<file path="config.mk">
export PLATFORM = sky130hd
export DESIGN_NAME = ring_buffer_deque_core
export DESIGN_NICKNAME = d
export VERILOG_FILES = /design/src/hdl/rbd_pkg.sv /design/src/hdl/ring_buffer_deque_core.sv
export SDC_FILE = /design/constraint.sdc
export NUM_CORES = 2
export LEC_CHECK = 0
export ABC_CLOCK_PERIOD_IN_PS = 6370
export BUFFER_PORTS_ARGS = -buffer_cell sky130_fd_sc_hd__clkbuf_2
export CORE_ASPECT_RATIO = 0.5
export CORE_UTILIZATION = 33
export DETAILED_ROUTE_END_ITERATION = 16
export GPL_TIMING_DRIVEN = 0
export HOLD_SLACK_MARGIN = 0.15
export SLEW_MARGIN = 5
export SYNTH_ARGS = -nofsm -noshare
export SYNTH_HDL_FRONTEND = slang
export SYNTH_SLANG_ARGS = --single-unit
</file>
<file path="constraint.sdc">
create_clock -name clk -period 6.37 [get_ports clk]
set_input_delay 0 -clock clk [delete_from_list [all_inputs] [get_ports clk]]
set_output_delay 0 -clock clk [all_outputs]
set_load 0.1 [all_outputs]
</file>
<file path="src/hdl/rbd_pkg.sv">
// Package for the ring buffer deque: command and result beat types and the
// operation and status codes. It depends on nothing else.

package rbd_pkg;

	localparam int VALUE_W = 32;
	localparam int CAP_W   = 7;
	localparam int COUNT_W = 7;

	localparam logic [1:0] MODE_PUSH_REAR  = 2'd0;
	localparam logic [1:0] MODE_PUSH_FRONT = 2'd1;
	localparam logic [1:0] MODE_POP_REAR   = 2'd2;
	localparam logic [1:0] MODE_POP_FRONT  = 2'd3;

	localparam logic [1:0] STATUS_DONE       = 2'd0;
	localparam logic [1:0] STATUS_PUSH_FULL  = 2'd1;
	localparam logic [1:0] STATUS_POP_EMPTY  = 2'd2;

	typedef struct packed {
		logic [1:0]                mode;
		logic signed [VALUE_W-1:0] push_value;
	} cmd_t;

	typedef struct packed {
		logic signed [VALUE_W-1:0] pop_value;
		logic [1:0]                status;
		logic [COUNT_W-1:0]        entry_count;
		logic                      is_full;
		logic                      is_empty;
	} result_t;

endpackage

</file>
<file path="src/hdl/ring_buffer_deque_core.sv">
// Top level of the ring buffer deque: pointer and count logic around one
// synchronous ring memory. It depends on rbd_pkg.
//
// Channel  | Handshake                 | Beat
// command  | start, busy               | cmd (cmd_t)
// result   | done (one-cycle strobe)   | result (result_t)
// config   | cfg_valid, cfg_ready      | cfg_data (capacity in use)
//
// A command is accepted on an edge with start high and busy low; its result
// is strobed on done in the following cycle, so one command per cycle is
// sustained while no configuration beat is offered. The single ring memory
// port pair (one write, one registered read) sets that latency. Reset empties
// the deque and sets capacity 64, clipped to the ring depth; the memory is not
// cleared. busy is high while a configuration beat is offered, which also
// empties the deque. The receiver cannot stall results.

module ring_buffer_deque_core
	import rbd_pkg::*;
#(
	parameter int RING_DEPTH = 64
) (
	input  logic             clk,
	input  logic             arst_n,
	input  logic             start,
	output logic             busy,
	input  cmd_t             cmd,
	output logic             done,
	output result_t          result,
	input  logic             cfg_valid,
	output logic             cfg_ready,
	input  logic [CAP_W-1:0] cfg_data
);

	localparam int IDX_W = (RING_DEPTH > 1) ? $clog2(RING_DEPTH) : 1;
	localparam int DEP_W = $clog2(RING_DEPTH + 1);
	localparam int EXT_W = (DEP_W > CAP_W) ? DEP_W : CAP_W;
	localparam logic [EXT_W-1:0] DEPTH_E = EXT_W'(RING_DEPTH);
	localparam logic [EXT_W-1:0] RESET_CAP = (DEPTH_E < EXT_W'(64)) ? DEPTH_E : EXT_W'(64);

	logic [VALUE_W-1:0] ring_mem [RING_DEPTH];

	logic [EXT_W-1:0]   cap_q;
	logic [IDX_W-1:0]   front_q;
	logic [IDX_W-1:0]   rear_q;
	logic [COUNT_W-1:0] count_q;

	logic               done_q;
	logic               pop_ok_s1;
	logic [VALUE_W-1:0] rd_data_s1;
	logic [1:0]         status_s1;
	logic [COUNT_W-1:0] count_s1;
	logic               full_s1;
	logic               empty_s1;

	logic               accept;
	logic               cfg_write;
	logic               is_full_now;
	logic               is_empty_now;
	logic               wr_en;
	logic [IDX_W-1:0]   wr_addr;
	logic [IDX_W-1:0]   rd_addr;
	logic               pop_ok;
	logic [1:0]         status_d;
	logic [IDX_W-1:0]   front_d;
	logic [IDX_W-1:0]   rear_d;
	logic [COUNT_W-1:0] count_d;
	logic [EXT_W-1:0]   cfg_cap;

	function automatic logic [IDX_W-1:0] step_fwd(input logic [IDX_W-1:0] idx,
		input logic [EXT_W-1:0] cap);
		logic [EXT_W-1:0] nxt;
		nxt = EXT_W'(idx) + EXT_W'(1);
		if (nxt >= cap) begin
			return '0;
		end
		return IDX_W'(nxt);
	endfunction

	function automatic logic [IDX_W-1:0] step_back(input logic [IDX_W-1:0] idx,
		input logic [EXT_W-1:0] cap);
		if (idx == '0 || EXT_W'(idx) > cap) begin
			return IDX_W'(cap - EXT_W'(1));
		end
		return idx - IDX_W'(1);
	endfunction

	assign busy      = cfg_valid;
	assign cfg_ready = 1'b1;
	assign cfg_write = cfg_valid & cfg_ready;
	assign accept    = start & ~busy;

	always_comb begin
		cfg_cap = EXT_W'(cfg_data);
		if (cfg_data == '0) begin
			cfg_cap = EXT_W'(1);
		end else if (EXT_W'(cfg_data) > DEPTH_E) begin
			cfg_cap = DEPTH_E;
		end
	end

	assign is_full_now  = EXT_W'(count_q) >= cap_q;
	assign is_empty_now = count_q == '0;

	always_comb begin
		wr_en    = 1'b0;
		wr_addr  = rear_q;
		rd_addr  = front_q;
		pop_ok   = 1'b0;
		status_d = STATUS_DONE;
		front_d  = front_q;
		rear_d   = rear_q;
		count_d  = count_q;
		case (cmd.mode)
			MODE_PUSH_REAR: begin
				if (is_full_now) begin
					status_d = STATUS_PUSH_FULL;
				end else begin
					wr_en   = 1'b1;
					wr_addr = rear_q;
					rear_d  = step_fwd(rear_q, cap_q);
					count_d = count_q + COUNT_W'(1);
				end
			end
			MODE_PUSH_FRONT: begin
				if (is_full_now) begin
					status_d = STATUS_PUSH_FULL;
				end else begin
					wr_en   = 1'b1;
					front_d = step_back(front_q, cap_q);
					wr_addr = front_d;
					count_d = count_q + COUNT_W'(1);
				end
			end
			MODE_POP_REAR: begin
				if (is_empty_now) begin
					status_d = STATUS_POP_EMPTY;
				end else begin
					pop_ok  = 1'b1;
					rear_d  = step_back(rear_q, cap_q);
					rd_addr = rear_d;
					count_d = count_q - COUNT_W'(1);
				end
			end
			MODE_POP_FRONT: begin
				if (is_empty_now) begin
					status_d = STATUS_POP_EMPTY;
				end else begin
					pop_ok  = 1'b1;
					rd_addr = front_q;
					front_d = step_fwd(front_q, cap_q);
					count_d = count_q - COUNT_W'(1);
				end
			end
			default: begin
				status_d = STATUS_DONE;
			end
		endcase
	end

	always_ff @(posedge clk) begin
		if (accept && wr_en) begin
			ring_mem[wr_addr] <= cmd.push_value;
		end
		if (accept) begin
			rd_data_s1 <= ring_mem[rd_addr];
		end
	end

	always_ff @(posedge clk or negedge arst_n) begin
		if (!arst_n) begin
			cap_q   <= RESET_CAP;
			front_q <= '0;
			rear_q  <= '0;
			count_q <= '0;
			done_q  <= 1'b0;
		end else begin
			done_q <= accept;
			if (cfg_write) begin
				cap_q   <= cfg_cap;
				front_q <= '0;
				rear_q  <= '0;
				count_q <= '0;
			end else if (accept) begin
				front_q <= front_d;
				rear_q  <= rear_d;
				count_q <= count_d;
			end
		end
	end

	always_ff @(posedge clk) begin
		if (accept) begin
			pop_ok_s1 <= pop_ok;
			status_s1 <= status_d;
			count_s1  <= count_d;
			full_s1   <= EXT_W'(count_d) >= cap_q;
			empty_s1  <= count_d == '0;
		end
	end

	assign done               = done_q;
	assign result.pop_value   = pop_ok_s1 ? rd_data_s1 : '0;
	assign result.status      = status_s1;
	assign result.entry_count = count_s1;
	assign result.is_full     = full_s1;
	assign result.is_empty    = empty_s1;

endmodule
</file>
==> results.rst <==
.. list-table::
   :header-rows: 1

   * - Metric
     - Value
   * - Kind of cell with the highest combined delay on the critical path
     - buffers and inverters
   * - Static leakage
     - 32.3 nW
   * - Skew final
     - 0.107 ns
   * - Number of buffers and inverters on the critical path
     - 3
   * - Gr busiest metal
     - met2
   * - Clock sinks
     - 2119
   * - Number of global-route vias before repair
     - 51.2k
   * - Wire length per cell
     - 31.5 µm
   * - Length of the first detailed-routing pass in iterations
     - 9
   * - Area Growth Syn to Fin
     - 17.0%
   * - Total Routing Usage GR
     - 0.222
   * - Wire length of the first global-routing pass
     - 406000 µm
   * - Largest net degree at the start of global routing
     - 65
   * - Total detailed-routing wirelength
     - 298000 µm
   * - Hold Violations, Final
     - 0
   * - GR met3 Demand/Resource
     - 0.0785
   * - Final design instance area without fill
     - 0.0994 mm²
   * - Routed Antenna Nets
     - 0
   * - Max Cap Viol
     - 4
   * - Slew margin rel.
     - -0.0125
   * - Cell area power density
     - 365 mW/mm²
   * - Setup ws final
     - -0.0372 ns
   * - CP Cell Sequence
     - inv_1 -> ha_1 -> a211oi_1 -> nor3_1 -> o22a_1 -> o21ai_0 -> a31o_2 -> clkbuf_1 -> clkbuf_1 -> nand2_1 -> a21oi_1 -> or4_1
   * - Slew at the pin with the worst max-slew slack
     - 1.52 ns
   * - Number of enable flip-flop cells after synthesis
     - 2092
   * - DRC viols
     - 0
   * - Primary FF master, synth
     - edfxtp_1
   * - Total number of vias
     - 54.8k
   * - Horizontal extent of the die
     - 719 µm
   * - Number of warnings reported in the yosys synthesis log
     - 0
   * - Site row count
     - 131
   * - Number of antenna violations at the first check in global routing
     - 32
   * - H-tree level count
     - 4
   * - Post-Syn Nets
     - 5482
   * - Most prevalent standard cell on the critical path
     - clkbuf_1
   * - Clock transition at the register clock pins on the worst setup and hold paths after CTS
     - 0.07 ns
   * - Flop2flop setup slack
     - -0.04 ns
   * - Crit path launch type
     - register
   * - Mean Syn Cell Area
     - 15.8 µm²
   * - Time the worst path needs with I/O delays and setup
     - 6.41 ns
   * - Peak clock frequency supported by timing
     - 156 MHz
   * - WP data required
     - 7.03 ns
   * - CP endpoint kind
     - register
   * - HPWL after detailed placement
     - 205000 µm
   * - RSZ-0062 raised after global routing
     - true
   * - GP Congestion
     - 1.10
   * - Starting Density
     - 0.333
   * - Number of different library cells in the post-synthesis netlist
     - 87
   * - Sequential element share of the synthesized area
     - 0.748
   * - Leading cell types by total area after synthesis
     - edfxtp_1 74%, mux4_2 4.4%, nand2_1 4.1%
   * - Largest fanout on the critical path
     - 10
   * - Type of the worst min-delay path
     - primary input to register
   * - Most area-hungry cell type in the Yosys netlist
     - edfxtp_1
   * - Commonest cells after routing, fill and taps aside
     - 2092 x edfxtp_1, 938 x nand2_1, 254 x nand3_1
   * - Post-synthesis instance area
     - 0.0849 mm²
   * - Instance area at placement
     - 0.0922 mm²
   * - Die boundary height
     - 361 µm
   * - Type of the worst setup path
     - register to register
   * - Worst path max stage delay
     - 1.12 ns
   * - Leftover overflow at the end of global routing
     - 0
   * - Result of the run
     - finished, violations left
   * - Root buffer cell
     - clkbuf_16
   * - Core box area
     - 0.255 mm²
   * - Final-report max-slew violation count
     - 20
   * - Area share of the largest cell type after synthesis
     - 0.740
   * - Starting DRC count in detailed routing
     - 9675
   * - Met2 Usage GRT
     - 0.317
   * - Failing checks
     - capacitance limit, slew limit, setup timing
   * - Ratio of final minimum period to clock period
     - 1.01
   * - Fraction of met1 tracks used by global routing
     - 0.303
   * - TritonCTS clock tree
     - built
   * - Number of clock buffers inserted by TritonCTS
     - 204
   * - Most common cell after layout, fill and taps aside
     - edfxtp_1
   * - Deepest clock path buffer count
     - 4
   * - Die Footprint
     - 0.260 mm²
   * - Filler Cells Inserted
     - 23.3k
   * - Non-filler cells, final
     - 9442
   * - Arrival time of data at the critical path endpoint
     - 7.06 ns
   * - Share of layout cells above drive strength 1
     - 0.165
   * - Hold Slack
     - 0.165 ns
   * - Register area
     - 0.0635 mm²
   * - Clock latency at the later pin of the worst-skew pair
     - 0.89 ns
   * - IO Pins
     - 91
   * - Proportion of register bits with asynchronous set or reset after synthesis
     - 0.0127
   * - Multi-input logic area
     - 0.0202 mm²
   * - Power, Total
     - 0.0363 W
   * - Number of nets at the end of the flow
     - 5979
   * - Count of input and output buffers
     - 88
   * - Slowest stage cell on the critical path
     - clkbuf_1
   * - Number of placed cells counting well taps
     - 8994
   * - Final Setup Violations
     - 1
   * - Number of synthesized register bits
     - 2119
   * - Count of mapped cells out of synthesis
     - 5389
   * - Peak supply drop
     - 235 µV
   * - DR vias/cell
     - 5.80
## Yosys cell counts, types with 16 or more instances
cell,instances
and2_1,38
o22ai_1,40
nand4_1,63
buf_2,128
o211ai_1,43
ha_1,48
buf_6,28
and3_1,92
nor2_1,166
o21ai_0,61
or4_1,17
o221ai_1,32
nand2_1,938
a211oi_1,80
a311oi_1,20
buf_4,26
buf_1,23
nor3_1,61
a22o_1,49
mux4_2,166
a32oi_1,33
xnor2_1,20
o31ai_1,30
a22oi_1,69
a31o_2,17
o21a_1,16
inv_1,26
clkbuf_1,138
nand3_1,254
dfrtp_1,26
a21oi_1,114
edfxtp_1,2092
o32a_1,22
mux2i_1,102
a31oi_1,110
## timing repair
item                                    in CTS  in global routing
resized for setup                           15                 15
hold endpoints to repair                  1708                384
pin swaps                                    2                  1
hold buffers                                65                  6
buffers inserted                             1                  1
cloned                                       0                  0
endpoints found under the setup margin      61                 59
## logic make-up after synthesis
family          Yosys count  synth area share
buf+inv                 370            0.0219
xor+xnor                 27           0.00278
fa+ha+maj                48           0.00707
compound gates          848            0.0739
other cells               1         0.0000442
mux                     271            0.0564
flops                  2119             0.748
simple gates           1705            0.0902
## state kept, by name, summed over array words and instances, names as in the netlist
name / cells
cap_q: 7
count_q: 7
count_s1: 7
done: 1
empty_s1: 1
front_q: 6
full_s1: 1
pop_ok_s1: 1
rd_data_s1: 32
rear_q: 6
ring_mem: 2048
status_s1: 2
## where the power goes
| group | internal, W | total (W) | switching [W] |
|---|---|---|---|
| Combinational | 0.00238 | 0.00901 | 0.00663 |
| Clock | 0.00645 | 0.0118 | 0.00531 |
| Sequential | 0.0155 | 0.0155 | 0.0000423 |
| Total | 0.0243 | 0.0363 | 0.0120 |
## layout make-up
cell class / instances / area share
flip-flops and latches: 2119 / 0.639
multi-input cells: 2900 / 0.203
clock buffers: 258 / 0.0543
well taps: 3391 / 0.0427
repair buffers: 292 / 0.0337
plain buffers: 343 / 0.0178
clock inverters: 103 / 0.00826
inverters: 26 / 0.000982
diodes: 10 / 0.000252
## worst paths after layout
kind | startpoint | end | cells past startpoint
min | cmd[17] | ring_mem[62][17] | 2
max in group asynchronous | arst_n | count_q[1] | 4
max | cap_q[4] | rd_data_s1[16] | 12
max reg2reg | cap_q[4] | rd_data_s1[16] | 12
min in group asynchronous | arst_n | rear_q[4] | 4
min reg2reg | rear_q[0] | rear_q[0] | 2
## per-layer routing
metal | vias up | wire length (µm)
li1 | 22200 | -
met1 | 28000 | 116000
met2 | 3892 | 124000
met3 | 685 | 42700
met4 | 16 | 15000
met5 | - | 451
## through the flow
stage / utilization / setup TNS (ns) / setup WS, ns
after floorplan: - / 0 / 0.544
after global placement: 0.351 / -7358.51 / -5.45
after detailed placement: 0.361 / -14.27 / -0.874
after CTS: 0.388 / 0 / 0.00452
after global routing: 0.389 / -0.169 / -0.0270
final: 0.389 / -0.0372 / -0.0372
(Power assumes the default switching activity.)
